$ cat config.mk
export PLATFORM = sky130hd
export DESIGN_NAME = dpvb_ram
export DESIGN_NICKNAME = d
export VERILOG_FILES = /design/src/rtl/dpvb_ram.sv
export SDC_FILE = /design/constraint.sdc
export NUM_CORES = 2
export LEC_CHECK = 0
export ABC_CLOCK_PERIOD_IN_PS = 7160
export BUFFER_PORTS_ARGS = -buffer_cell sky130_fd_sc_hd__buf_2
export CAP_MARGIN = 20
export CORE_MARGIN = 2
export CORE_UTILIZATION = 45
export CTS_BUF_LIST = sky130_fd_sc_hd__clkbuf_4 sky130_fd_sc_hd__clkbuf_8
export DETAILED_ROUTE_END_ITERATION = 8
export PLACE_DENSITY = 0.69
export SLEW_MARGIN = 40
export SYNTH_ARGS = -nofsm -noshare
export SYNTH_HDL_FRONTEND = slang
export SYNTH_SLANG_ARGS = --single-unit
$ cat constraint.sdc
create_clock -name clk -period 7.16 [get_ports clk]
set_input_delay 0.358 -clock clk [delete_from_list [all_inputs] [get_ports clk]]
set_output_delay 0.358 -clock clk [all_outputs]
set_load 0.01 [all_outputs]
$ cat src/rtl/dpvb_ram.sv
`timescale 1ns / 1ps
// ----------------------------------------------------------------------------
// dpvb_ram
// Generic single-port RAM with registered read.
// ----------------------------------------------------------------------------
module dpvb_ram #(
  parameter int WIDTH = 32,
  parameter int DEPTH = 64
) (
  input  logic                     clk,
  input  logic                     we,
  input  logic [$clog2(DEPTH)-1:0] addr,
  input  logic [WIDTH-1:0]         wdata,
  output logic [WIDTH-1:0]         rdata
);
  logic [WIDTH-1:0] mem [DEPTH];
  always_ff @(posedge clk) begin
    if (we) mem[addr] <= wdata;
    rdata <= mem[addr];
  end
endmodule

=== Word-level counts from Yosys, hierarchy flattened ===
Memories as Yosys holds them, arrays and structs flattened. A register that Yosys moved wholly into a read port is not among the register bits.
Cells that the tools add are included.

* Multiply operators: 0
* Bitwise logic cells: 0
* Order comparisons: 0
* Divide/modulo/power cells: 0
* Shifts and indexed selects: 0
* Add/sub/neg operators: 0
* Reduce and logical (&&, ||, !) cells: 0
* Muxes and demuxes: 2
* Eq/ne operators: 0

{| class="wikitable"
|+ Operator list
! cell !! count
|-
| $mux 1 || 2
|}

* Bits in writable memories: 2,048
* ROM bits: 0
* Output and inout bits: 32
* Register bits: 0
* Bits in latches: 0
* Bits of input ports: 40
* Memories kept: 1
* Word-level logic and storage cells: 3

{| class="wikitable"
|+ Memories
! name !! depth !! width !! rd ports !! clocked after memory_dff !! wr ports !! RTL line !! RTL
|-
| mem || 64 || 32 || 1 || 1 || 1 || 16 || <nowiki>logic [WIDTH-1:0] mem [DEPTH];</nowiki>
|}

=== Depth between registers and ports, before layout ===
* Depth after elaboration: 2
* Depth in mapped cells: 13
* Mapped depth without buffers: 6

=== Least setup slack after synthesis ===
OpenSTA, ideal clock, no wires.

* Path type: input to register
* From: input addr[2]
* To: memory mem[15][0], enable pin
* Path buffers: 6
* Stages on the path: 8
* Arrival time: 3,176 ps
* Data required time: 6,739 ps
* Setup time: 421 ps
* Path slack: 3,563 ps
* Cells stage by stage: buf_2 buf_2 buf_2 buf_2 buf_2 buf_2 nand3_1 nor2_1

{| class="wikitable"
|+ RTL lines
! element !! RTL line !! RTL
|-
| start, declared || 12 || <nowiki>input logic [$clog2(DEPTH)-1:0] addr,</nowiki>
|-
| end, declared || 16 ||
|}

Straight into the memory's write port.

=== Worst setup path after layout ===
* From: input addr[0]
* To: memory mem[9][11], enable pin

Straight into the memory's write port.

==> results.sh <==
export IMPL_ys_warn_count=0
export IMPL_area_growth_pct=13.51
export IMPL_grt_max_degree=128
export IMPL_endpoint_kind="flop"
export IMPL_port_buffers=71
export IMPL_setup_worst_path_start="addr[0]"
export IMPL_worst_ep_required_time_ps=7820
export IMPL_min_path_type="input port to flop"
export IMPL_ff_latch_area_um2=62140
export IMPL_fin_total_pwr_mw=24.53
export IMPL_fin_util_pct=51.49
export IMPL_final_setup_viol_count=0
export IMPL_final_nets=4581
export IMPL_htreeDepth=5
export IMPL_crit_path_cell_trace="buf_8, buf_12, nor2b_2, buf_4, nand2_1, nor2_4, buf_4"
export IMPL_setup_tns_final_ps=0
export IMPL_r2r_start="mem[29][25]"
export IMPL_synth_cells=4239
export IMPL_synth_distinct_cells=56
export IMPL_ir_worst_vdd_v=0.0002484
export IMPL_drtIter0Drc=6378
export IMPL_vias=44220
export IMPL_die_area_um2=178800
export IMPL_critPathCapture="mem[9][11]"
export IMPL_whs_ps=19.68
export IMPL_ys_flop_type="edfxtp_1"
export IMPL_crit_slowest_cell="nor2_4"
export IMPL_placed_cell_area_um2=83010
export IMPL_tritoncts_num_buffers=333
export IMPL_dp_hpwl_um=118900
export IMPL_async_flop_share_pct=0
export IMPL_maxCapViolCount=0
export IMPL_crit_arrival_ps=3840
export IMPL_cts_tree="built"
export IMPL_cts_sinks=2080
export IMPL_first_pass_iters=6
export IMPL_criticalPathCategory="input port to flop"
export IMPL_drcViolationCount=0
export IMPL_cts_root_buf="clkbuf_8"
export IMPL_ys_ff_latch=2080
export IMPL_grt_pass1_wl_um=307700
export IMPL_fin_area_um2=89590
export IMPL_gp_congestion=0.8493
export IMPL_grt_pass1_vias=43410
export IMPL_cts_resized=0
export IMPL_drive_gt1_share_pct=22.65
export IMPL_crit_fanout=107
export IMPL_die_h_um=422.8
export IMPL_status="completed"
export IMPL_finalWirelength_um=215100
export IMPL_period_share_pct=44.45
export IMPL_seq_area_frac_synth_pct=78.73
export IMPL_multi_input_area_um2=16180
export IMPL_finalCriticalPeriod_ps=3182
export IMPL_antenna_found_initial=8
export IMPL_fillers=13690
export IMPL_power_density_nw_per_um2=273.8
export IMPL_fp_row_count=153
export IMPL_synth_edf_count=2048
export IMPL_cpPeakStageDelay_ps=790
export IMPL_start_kind="input port"
export IMPL_ant_nets=0
export IMPL_cpMostUsedCell="buf_4"
export IMPL_ctsHoldBuffers=27
export IMPL_via_per_inst=6.215
export IMPL_syn_area_um2=78930
export IMPL_finalHoldViolations=0
export IMPL_grt_overflow=0
export IMPL_rr_worst_depth=5
export IMPL_finalClockSkew_ps=78.80
export IMPL_rsz0062_at_grt="false"
export IMPL_rrSetupSlack_ps=4710
export IMPL_grt_util_all_layers_pct=23.60
export IMPL_final_max_slew_viol_count=0
export IMPL_timing_slew_headroom_pct=37.94
export IMPL_wl_per_cell_um=30.23
export IMPL_max_clock_freq_mhz=314.2
export IMPL_core_region_area_um2=174000
export IMPL_start_util_pct=45.36
export IMPL_leakagePower_nw=28.88
export IMPL_syn_avg_cell_area_um2=18.62
export IMPL_clk_pin_slew_worst_paths_ps=60
export IMPL_tightest_slew_ps=930.9
export IMPL_clockBufferDepth=4
export IMPL_ios=72
export IMPL_syn_nets=4279
export IMPL_clock_latency_ps=1060
export IMPL_die_w_um=422.8
export IMPL_post_cts_setup_buffer_count=0
export IMPL_reg2reg_to="rdata[25]"
worst max-delay path, delay by kind of cell:
kind                   cells  cell delay (ps)
AND/OR/NAND/NOR            3             1580
buffers and inverters      4             1770
cell usage in the layout, fill, tap and decap left out, drive strengths merged, types with 43 or more instances in the layout:
cell type,synthesis,layout
a21oi,121,121
a221oi,175,175
a22o,66,66
a22oi,188,188
a31oi,43,43
and3,85,85
buf,129,234
clkbuf,169,454
clkinv,0,110
edfxtp,2048,2048
mux2,147,147
mux2i,259,259
mux4,96,96
nand3,54,54
nor2,145,145
o21ai,85,85
o22a,70,70
o22ai,93,93
report_power, final:
part / total [mW] / internal (mW) / switching (mW)
logic: 1.30 / 0.403 / 0.902
registers: 13.6 / 13.5 / 0.0714
clock network: 9.67 / 5.14 / 4.53
through the flow:
step / worst slack, ps / cells
floorplan: 3563 / 4239
global placement: 2173 / 6486
detailed placement: 2895 / 6500
CTS: 3955 / 7103
global route: 3946 / 7110
finish: 3978 / 7115
synth_stat cells, types with 32 or more instances:
cell         n  area share (%)
clkbuf_1   168            0.80
buf_2       83            0.53
mux2_2     147             2.1
nand3_1     54            0.34
edfxtp_1  2048              78
mux2i_1    259             3.3
a221oi_1   175             1.9
a22o_1      66            0.73
o22a_1      70            0.78
and3_1      85            0.67
a31oi_1     43            0.34
buf_1       33            0.16
o21ai_0     84            0.53
nor2_1     145            0.69
a21oi_1    121            0.77
o22ai_1     93            0.74
mux4_2      96             2.7
dfxtp_1     32            0.81
a22oi_1    188             1.8
per-layer routing:
metal | wire, um | GRT usage [%] | up-vias
met5 | 16 | 0 | -
met4 | 8380 | 9.667 | 2
met3 | 21840 | 4.763 | 445
met2 | 101900 | 37.08 | 2728
met1 | 83020 | 32.32 | 22750
li1 | - | - | 18300
cell type report:
class / count / area share, %
Sequential cell: 2080 / 69.36
Multi-Input combinational cell: 1859 / 18.06
Clock buffer: 454 / 6.234
Tap cell: 2325 / 3.247
Timing Repair Buffer: 265 / 2.383
Clock inverter: 122 / 0.6801
Antenna cell: 8 / 0.02235
Inverter: 2 / 0.01676
registers in the layout, indices dropped and copies added (netlist names):
| register | cells |
|---|---|
| rdata | 32 |
| mem | 2048 |
worst min-delay path by stage:
stage,endpoint,cells after the start,slack [ps],start
floorplan,mem[0][0],0,460,wdata[0]
global placement,rdata[25],3,590,mem[32][25]
detailed placement,rdata[25],3,590,mem[32][25]
CTS,mem[30][4],2,3,wdata[4]
global route,mem[57][4],2,30,wdata[4]
finish,mem[57][4],2,20,wdata[4]
cells by family (layout without fill, tap and decap cells):
logic type | count (synthesis) | count (layout) | synth area share (%)
AOI/OAI and AO/OA | 933 | 933 | 8.662
buffers and inverters | 300 | 843 | 1.682
other | 0 | 8 | 0
DFF | 2080 | 2080 | 78.73
muxes | 502 | 502 | 8.121
and+or+nand+nor | 424 | 424 | 2.806
No activity file was read; power rests on OpenSTA's default activity.
