## src/rtl/dpvb_pkg.sv

```systemverilog
`timescale 1ns / 1ps
// ----------------------------------------------------------------------------
// dpvb_pkg
// Shared constants and types for the plan-view disparity binning block.
// ----------------------------------------------------------------------------
package dpvb_pkg;
  localparam int GRID_CELLS = 80;
  localparam int IMAGE_DIM  = 1024;
  localparam int NCELLS     = GRID_CELLS * GRID_CELLS;
  localparam int AW         = $clog2(NCELLS);
  localparam int CW         = 7;

  typedef enum logic [1:0] {
    REQ_CLEAR = 2'd0,
    REQ_BIN   = 2'd1,
    REQ_READ  = 2'd2,
    REQ_NONE  = 2'd3
  } req_t;

  typedef enum logic [2:0] {
    CFG_CX   = 3'd0,
    CFG_CY   = 3'd1,
    CFG_FOC  = 3'd2,
    CFG_IB   = 3'd3,
    CFG_COS  = 3'd4,
    CFG_SIN  = 3'd5
  } cfg_idx_t;

  typedef struct packed {
    logic [15:0] cx;
    logic [15:0] cy;
    logic [15:0] foc;
    logic [15:0] ib;
    logic [15:0] cs;
    logic [15:0] sn;
  } cfg_t;

  // projection result handed to the grid side
  typedef struct packed {
    logic          ok;
    logic [CW-1:0] row;
    logic [CW-1:0] col;
    logic [31:0]   add;
  } proj_t;

  typedef enum logic [2:0] {
    ST_IDLE, ST_CLEAR, ST_PROJ, ST_RD, ST_WB, ST_DONE
  } state_t;

  // projection unit sequencing
  typedef enum logic [2:0] {P_IDLE, P_MUL, P_SUM, P_CHK, P_DIV} pst_t;

  localparam logic [5:0] DIV_STEPS = 6'd33;
endpackage

```

## src/rtl/dpvb_div.sv

```systemverilog
`timescale 1ns / 1ps
// ----------------------------------------------------------------------------
// dpvb_div
// Restoring divider, one quotient bit per cycle, unsigned 64 / 48.
// Quotient is limited to 33 bits; callers only need small quotients.
// ----------------------------------------------------------------------------
module dpvb_div (
  input  logic        clk,
  input  logic        rst_n,
  input  logic        go,
  input  logic [63:0] num,
  input  logic [47:0] den,
  output logic        done,
  output logic [32:0] quo
);
  import dpvb_pkg::*;
  logic [5:0]  cnt_r, cnt_nxt;
  logic [63:0] rem_r, rem_nxt;
  logic [32:0] q_r, q_nxt, q_step;
  logic [47:0] den_r, den_nxt;
  logic [96:0] trial;
  logic        run_r, run_nxt;

  always_comb begin
    cnt_nxt = cnt_r; rem_nxt = rem_r; q_nxt = q_r; den_nxt = den_r; run_nxt = run_r;
    done = run_r && (cnt_r == 6'd0);
    trial = {33'd0, rem_r} - ({49'd0, den_r} << cnt_r);
    q_step = trial[96] ? q_r : (q_r | (33'd1 << cnt_r));
    if (run_r) begin
      if (!trial[96]) rem_nxt = trial[63:0];
      q_nxt = q_step;
      if (cnt_r == 6'd0) run_nxt = 1'b0;
      else cnt_nxt = cnt_r - 6'd1;
    end
    // a new division may load on the done cycle
    if (go) begin
      rem_nxt = num; den_nxt = den; q_nxt = '0; cnt_nxt = DIV_STEPS - 6'd1; run_nxt = 1'b1;
    end
  end
  assign quo = q_step;

  always_ff @(posedge clk) begin
    if (!rst_n) run_r <= 1'b0;
    else run_r <= run_nxt;
    cnt_r <= cnt_nxt; rem_r <= rem_nxt; q_r <= q_nxt; den_r <= den_nxt;
  end
endmodule

```

## src/rtl/dpvb_proj.sv

```systemverilog
`timescale 1ns / 1ps
// ----------------------------------------------------------------------------
// dpvb_proj
// Reprojects one disparity pixel, checks the grid window and height band,
// and finds cell indices and depth addend with one shared divider.
// ----------------------------------------------------------------------------
module dpvb_proj (
  input  logic                   clk,
  input  logic                   rst_n,
  input  logic                   go,
  input  dpvb_pkg::cfg_t         cfg,
  input  logic [9:0]             row,
  input  logic [9:0]             col,
  input  logic [15:0]            disp,
  output logic                   done,
  output dpvb_pkg::proj_t        res
);
  import dpvb_pkg::*;
  pst_t          st_r, st_nxt;
  logic [1:0]    dk_r, dk_nxt;
  logic signed [17:0] nx_r, ny_r;
  logic signed [35:0] sny_r, cf_r, cny_r, sf_r;
  logic [31:0]   ibd_r;
  logic [47:0]   den_r;
  logic signed [63:0] xv_r, zv_r, zn_r, yn_r;
  logic [63:0]   lim;
  logic          pre_ok_r, ok_nxt, ok_r;
  logic [32:0]   qx_r, qz_r, qa_r, quo;
  logic          dgo, ddone;
  logic [63:0]   dnum;
  logic signed [63:0] den_s;

  assign lim   = 64'(GRID_CELLS) * {16'd0, den_r};
  assign den_s = {16'd0, den_r};

  dpvb_div u_div (.clk, .rst_n, .go(dgo), .num(dnum), .den(den_r), .done(ddone), .quo);

  always_comb begin
    st_nxt = st_r; dk_nxt = dk_r; ok_nxt = ok_r; dgo = 1'b0; dnum = '0; done = 1'b0;
    unique case (st_r)
      P_IDLE: if (go) st_nxt = P_MUL;
      P_MUL:  st_nxt = P_SUM;
      P_SUM:  st_nxt = P_CHK;
      P_CHK: begin
        ok_nxt = pre_ok_r
          && (xv_r >= den_s) && (xv_r < $signed(lim))
          && (zv_r >= den_s) && (zv_r < $signed(lim))
          && (20 * yn_r > -den_s) && (yn_r < den_s);
        if (ok_nxt) begin
          dgo = 1'b1; dnum = xv_r; dk_nxt = 2'd0; st_nxt = P_DIV;
        end else begin
          done = 1'b1; st_nxt = P_IDLE;
        end
      end
      P_DIV: if (ddone) begin
        unique case (dk_r)
          2'd0: begin dgo = 1'b1; dnum = zv_r; dk_nxt = 2'd1; end
          2'd1: begin dgo = 1'b1; dnum = zn_r <<< 8; dk_nxt = 2'd2; end
          default: begin done = 1'b1; st_nxt = P_IDLE; end
        endcase
      end
      default: st_nxt = P_IDLE;
    endcase
  end

  // ok is taken on the done cycle, so a reject shows it right away
  assign res = '{ok: ok_nxt, row: qz_r[CW-1:0], col: qx_r[CW-1:0], add: qa_r[31:0]};

  always_ff @(posedge clk) begin
    if (!rst_n) begin
      st_r <= P_IDLE;
    end else begin
      st_r <= st_nxt;
    end
    dk_r <= dk_nxt; ok_r <= ok_nxt;
    if (ddone && dk_r == 2'd0) qx_r <= quo;
    if (ddone && dk_r == 2'd1) qz_r <= quo;
    if (ddone && dk_r == 2'd2) qa_r <= quo;
    if (go) begin
      nx_r <= 18'(signed'({1'b0, col, 4'd0})) + 18'(signed'(cfg.cx));
      ny_r <= 18'(signed'({1'b0, row, 4'd0})) + 18'(signed'(cfg.cy));
      ibd_r <= cfg.ib * disp;
      pre_ok_r <= (disp > 16'd8) && (cfg.ib != 16'd0)
                  && ({1'b0, row} < 11'(IMAGE_DIM)) && ({1'b0, col} < 11'(IMAGE_DIM));
    end
    if (st_r == P_MUL) begin
      den_r <= {2'd0, ibd_r, 14'd0};
      sny_r <= $signed(cfg.sn) * ny_r;
      cny_r <= $signed(cfg.cs) * ny_r;
      cf_r  <= $signed(cfg.cs) * $signed({1'b0, cfg.foc});
      sf_r  <= $signed(cfg.sn) * $signed({1'b0, cfg.foc});
    end
    if (st_r == P_SUM) begin
      xv_r <= (64'(nx_r) <<< 26) + 64'(40) * den_s;
      zn_r <= (64'(sny_r) + 64'(cf_r)) <<< 8;
      zv_r <= (64'(sny_r) + 64'(cf_r)) <<< 12;
      yn_r <= (64'(cny_r) - 64'(sf_r)) <<< 8;
    end
  end
endmodule

```

## config.mk

```make
export PLATFORM = sky130hd
export DESIGN_NAME = dpvb_proj
export DESIGN_NICKNAME = d
export VERILOG_FILES = /design/src/rtl/dpvb_pkg.sv /design/src/rtl/dpvb_div.sv /design/src/rtl/dpvb_proj.sv
export SDC_FILE = /design/constraint.sdc
export NUM_CORES = 2
export LEC_CHECK = 0
export ABC_AREA = 1
export BUFFER_PORTS_ARGS = -buffer_cell sky130_fd_sc_hd__buf_2
export CAP_MARGIN = 10
export CORE_ASPECT_RATIO = 1.5
export CORE_MARGIN = 4
export CORE_UTILIZATION = 32
export CTS_CLUSTER_DIAMETER = 50
export DETAILED_ROUTE_END_ITERATION = 8
export PLACE_DENSITY = 0.49
export SLEW_MARGIN = 20
export SYNTH_ARGS = -nofsm -noshare
export SYNTH_HDL_FRONTEND = slang
export SYNTH_SLANG_ARGS = --single-unit
```

## constraint.sdc

```tcl
create_clock -name clk -period 39.1 [get_ports clk]
set_clock_uncertainty 0.1 [all_clocks]
set_input_delay 1.955 -clock clk [delete_from_list [all_inputs] [get_ports clk]]
set_output_delay 1.955 -clock clk [all_outputs]
set_load 0.01 [all_outputs]
```

### Word-level counts from Yosys, hierarchy flattened

Cells that the tools add are included.

| word-level totals | value |
|---|---|
| register bits after elaboration | 607 |
| bits in latches | 0 |
| bits in writable memories | 0 |
| bits in read-only memories | 0 |
| input port bits | 135 |
| output and inout port bits | 48 |
| word-level logic and storage cells | 114 |
| memories | 0 |

| operators by class | value |
|---|---|
| add/sub/neg operators | 8 |
| $mul | 8 |
| divide/modulo/power cells | 0 |
| magnitude comparators | 7 |
| eq/ne operators | 12 |
| shift-type cells | 2 |
| mux-type cells | 29 |
| bitwise operators | 2 |
| reductions and logical operators | 22 |

Operators with widths:

| operator | number |
|---|---|
| 64-bit 2-to-1 mux | 5 |
| 64-bit one-hot mux with 2 select lines | 2 |
| 16-bit by 17-bit multiplier with 33-bit output | 4 |
| 46-bit by 6-bit << shifter with 97-bit output | 1 |
| 64-bit by 97-bit subtractor with 97-bit output | 1 |
| 3-bit by 32-bit multiplier with 35-bit output, first input constant | 2 |
| 64-bit by 47-bit greater-or-equal comparator with 1-bit output | 1 |
| 64-bit greater-than comparator | 1 |
| 64-bit by 47-bit < comparator with 1-bit output | 1 |
| 64-bit by 54-bit < comparator with 1-bit output | 1 |
| 46-bit negation with 64-bit output | 1 |
| 4-bit by 56-bit multiplier with 54-bit output, first input constant | 1 |
| 43-bit by 53-bit adder with 54-bit output | 1 |
| 46-bit by 54-bit < comparator with 1-bit output | 1 |
| 46-bit by 47-bit greater-or-equal comparator with 1-bit output | 1 |
| 15-bit by 16-bit adder with 17-bit output | 2 |
| 33-bit by 33-bit adder with 34-bit output | 1 |
| 33-bit by 33-bit subtractor with 34-bit output | 1 |
| 33-bit 2-to-1 mux | 1 |
| 33-bit OR | 1 |
| 1-bit by 6-bit << shifter with 33-bit output, first input constant | 1 |
| 16-bit by 16-bit multiplier with 32-bit output | 1 |
| 16-bit by 4-bit greater-than comparator with 1-bit output, second input constant | 1 |
| 16-bit nonzero test | 1 |
| other kinds (24) | 56 |

### Longest topological paths before layout

| depth | value |
|---|---|
| word-level depth | 11 |
| mapped depth | 36 |
| mapped depth without buffers | 36 |

### Cells and area by module

From an unflattened synthesis, not the netlist that was laid out.

| unflattened totals | value |
|---|---|
| cell total of the unflattened synthesis | 11049 |
| area, all modules | 88775.1 µm² |

Modules (own cells, without submodules):

| module | times used | cells an instance | area an instance (µm²) | sequential area each (µm²) |
|---|---|---|---|---|
| dpvb_proj | 1 | 8777 | 74300.0 | 11611.1 |
| dpvb_div | 1 | 2272 | 14475.1 | 4164.0 |

### Worst setup path after synthesis

OpenSTA, ideal clock, no wires.

| path | value |
|---|---|
| kind | reg2reg |
| start | register st_r[0] |
| end | register st_r[1] |
| library setup time | 0.109 ns |
| arrival | 12.310 ns |
| data required time | 38.891 ns |
| path slack | 26.581 ns |
| stages on the path, launching flop included | 4 |
| path buffers | 0 |
| period minus slack after synthesis | 12.519 ns |
| path through | dfxtp_1 inv_1 nor3_1 o21a_1 |

| on the way | value |
|---|---|
| cells in the longest elaborated chain, start to end | 3 |
| elaborated cells on any way between the ends | 10 |
| those cells by class | eq/ne (7); mux (1); reduce/logical (2) |

RTL lines:

| item | line | RTL |
|---|---|---|
| start: declaration | dpvb_proj.sv:19 | `pst_t st_r, st_nxt;` |
| start signal: assignment | dpvb_proj.sv:73 | `st_r <= st_nxt;` |
| 3-bit equality test / 3-bit zero test (equally long branches) | dpvb_proj.sv:40 | `unique case (st_r)` |
| 2-bit inequality test (no line) | n/a |  |
| 3-bit AND reduction (no line) | n/a |  |

Several ways; a longest one is shown, not always the timed one.
A chain may end at the register's enable or synchronous reset.

==> results.toml <==
[synthesis]
synth_cell_types = 74
synth-edff-count = 466
synth_area_um2 = 84000
async_reset_ff_share_pct = 0
yosys_warnings = 0
synth_seq_cells = 509
synth_nets = 12433
synthCells = 10145
synth_ff_type = "edfxtp_1"
yosysSeqAreaShare_pct = 17.7
postSynthAreaPerCell_um2 = 8.28

[sta]
worstMarginPinSlew_ns = 1.22
fmax_mhz = 104
tns_ns = 0
maxSlewHeadroom_pct = 18.0
slew_viol_final = 0
fin_crit_sh_pct = 24.7
grt_setup_unrepaired = "no"
setup_violations = 0
fin_crit_ns = 9.64
hold_violations = 0

[clock_tree]
clock_latency_ns = 0.72
clk_pin_slew_ns = 0.06
cts_setup_buffers = 0
cts_buffers = 83
cts_root_buf = "clkbuf_16"
ctsHoldBuffers = 0
tritoncts = "done"
ctsResizeCount = 0
h-tree-depth = 3
clock-sinks = 509
cts_buffer_depth = 3

[detailed_routing]
vias = 66741
drt_first_pass_iters = 8
viasPerCell = 4.89
drc = 0
wirelength_um = 278000
drt-initial-drc-count = 3511
ant_nets = 0
wl_per_cell_um = 20.3

[setup_path]
crit_path_max_fanout = 42
max_stage_delay_ns = 0.94
cp-start-kind = "flop"
path_cells = "ha_1 > ha_1 > fa_1 > nand2_1 > a21oi_2 > a21oi_1 > o21bai_1 > xor2_1 > inv_1 > ha_1 > nand4_1 > nor3_1 > nor4b_1 > nand4_1 > nand4_1 > nand2_2 > nand4_4 > buf_4 > nand2_1 > buf_2"
cp.required_ns = 37.04
cp-end-kind = "output port"
crit_slowest_cell = "xor2_1"
cp.buffers_inverters = 3
crit_type = "flop to output port"
arrival_ns = 7.58
critical_path.top_delay_family = "simple AND/OR/NAND/NOR gates"

[worst_hold_path]
hold_path_class = "flop to flop"

[cells_and_area]
post-route-util_pct = 34.9
design_area_um2 = 91300
syn_to_final_growth_pct = 8.62
regArea_um2 = 14900
multiInputGateArea_um2 = 58800
num-nets-final = 12401
layout-drive-gt1-share_pct = 4.84
nFillCells = 27417

[floorplanning]
initial_utilization_pct = 32.1
io_pins = 183
rows = 230
die_y_um = 636
die_w_um = 426
dieArea_um2 = 271000
design.core.area_um2 = 262000

[status]
status = "completed"

[grt]
grt_max_degree = 81
grt_pass1_vias = 71362
grt_util_all_layers_pct = 20.5
grt-ovfl-total = 0
grt_pass1_wl_um = 423000
antenna_found_initial = 17

[placement]
io_buffers = 182
dp_hpwl_um = 226000
gp_congestion = 0.917
placed_area_um2 = 88400

[job]
cap_violations = 0
## kinds of logic after synthesis
| logic type | share of synthesized area (%) |
|---|---|
| buffers and inverters | 12.3 |
| AOI/OAI and AO/OA | 8.09 |
| DFF | 17.7 |
| and+or+nand+nor | 15.3 |
| xor gates and xnor gates | 4.34 |
| adders and majority gates | 42.3 |
| muxes | 0.0238 |
## placed cells by master (no fill, tap or decap), types with 84 or more instances in the layout
| cell type | count |
|---|---|
| inv_1 | 2332 |
| nand2_1 | 2263 |
| fa_1 | 1141 |
| ha_1 | 1012 |
| a21oi_1 | 520 |
| edfxtp_1 | 466 |
| nor2_1 | 389 |
| xor2_1 | 268 |
| o21ai_0 | 250 |
| nand3_1 | 198 |
| buf_2 | 181 |
| xnor2_1 | 146 |
| o21ai_1 | 131 |
| nand4_1 | 113 |
| clkbuf_16 | 84 |
## final cells by class
cell class	count	share of cell area [%]
clock buffers	89	2.32
diodes	2	0.00548
inverters	2346	9.65
clock inverters	63	0.812
repair buffers	263	1.68
flip-flops and latches	509	16.3
multi-input cells	6910	64.5
well taps	3480	4.77
## through the flow
stage                     hold WS (ns)  worst slack [ns]  cells
final                            0.296             29.46  13662
after global routing             0.301             29.35  13661
after CTS                        0.302             29.58  13659
after detailed placement         0.305             30.14  13507
after global placement           0.303             30.26  13507
after floorplan                  0.300             26.58  10145
## routing by layer
layer | GRT usage [%] | vias up | part of all wire [%]
li1 | - | 31383 | -
met1 | 20.9 | 33061 | 35
met2 | 39.1 | 1666 | 54
met3 | 2.06 | 617 | 3.4
met4 | 13.4 | 14 | 8.0
met5 | 0 | - | 0.033
## synth_stat cells, types with 27 or more instances
| cell | instances | area [um^2] |
|---|---|---|
| ha_1 | 1012 | 12700 |
| a21o_1 | 27 | 203 |
| dfxtp_1 | 43 | 861 |
| nor3_1 | 56 | 280 |
| nand4_1 | 113 | 707 |
| fa_1 | 1141 | 22800 |
| o21ai_1 | 131 | 656 |
| xor2_1 | 268 | 2350 |
| a31oi_1 | 45 | 282 |
| nand2_1 | 2263 | 8490 |
| buf_2 | 30 | 150 |
| edfxtp_1 | 466 | 14000 |
| o21ai_0 | 251 | 1260 |
| a21oi_1 | 521 | 2610 |
| xnor2_1 | 146 | 1280 |
| inv_1 | 2332 | 8750 |
| clkbuf_1 | 305 | 1140 |
| nand3_1 | 198 | 991 |
| buf_1 | 29 | 109 |
| nor2_1 | 390 | 1460 |
| o21a_1 | 36 | 270 |
## worst paths after layout
check / depth (start not counted) / slack, ns / endpoint / start
hold reg to reg: 0 / 0.30 / den_r[36] / ibd_r[22]
setup / recovery: 20 / 29.46 / res[46] / den_r[17]
setup reg to reg: 30 / 31.11 / u_div.rem_r[42] / yn_r[11]
hold / removal: 0 / 0.30 / den_r[36] / ibd_r[22]
## registers in the layout, summed over array words and instances (netlist names), 33 cells and up
name / flops
cny_r: 33
sf_r: 33
u_div.rem_r: 50
zn_r: 34
yn_r: 34
cf_r: 33
xv_r: 37
sny_r: 33
Power is not shown: default switching activity piles up to over one toggle a cycle in this logic, so the estimate is an artifact.
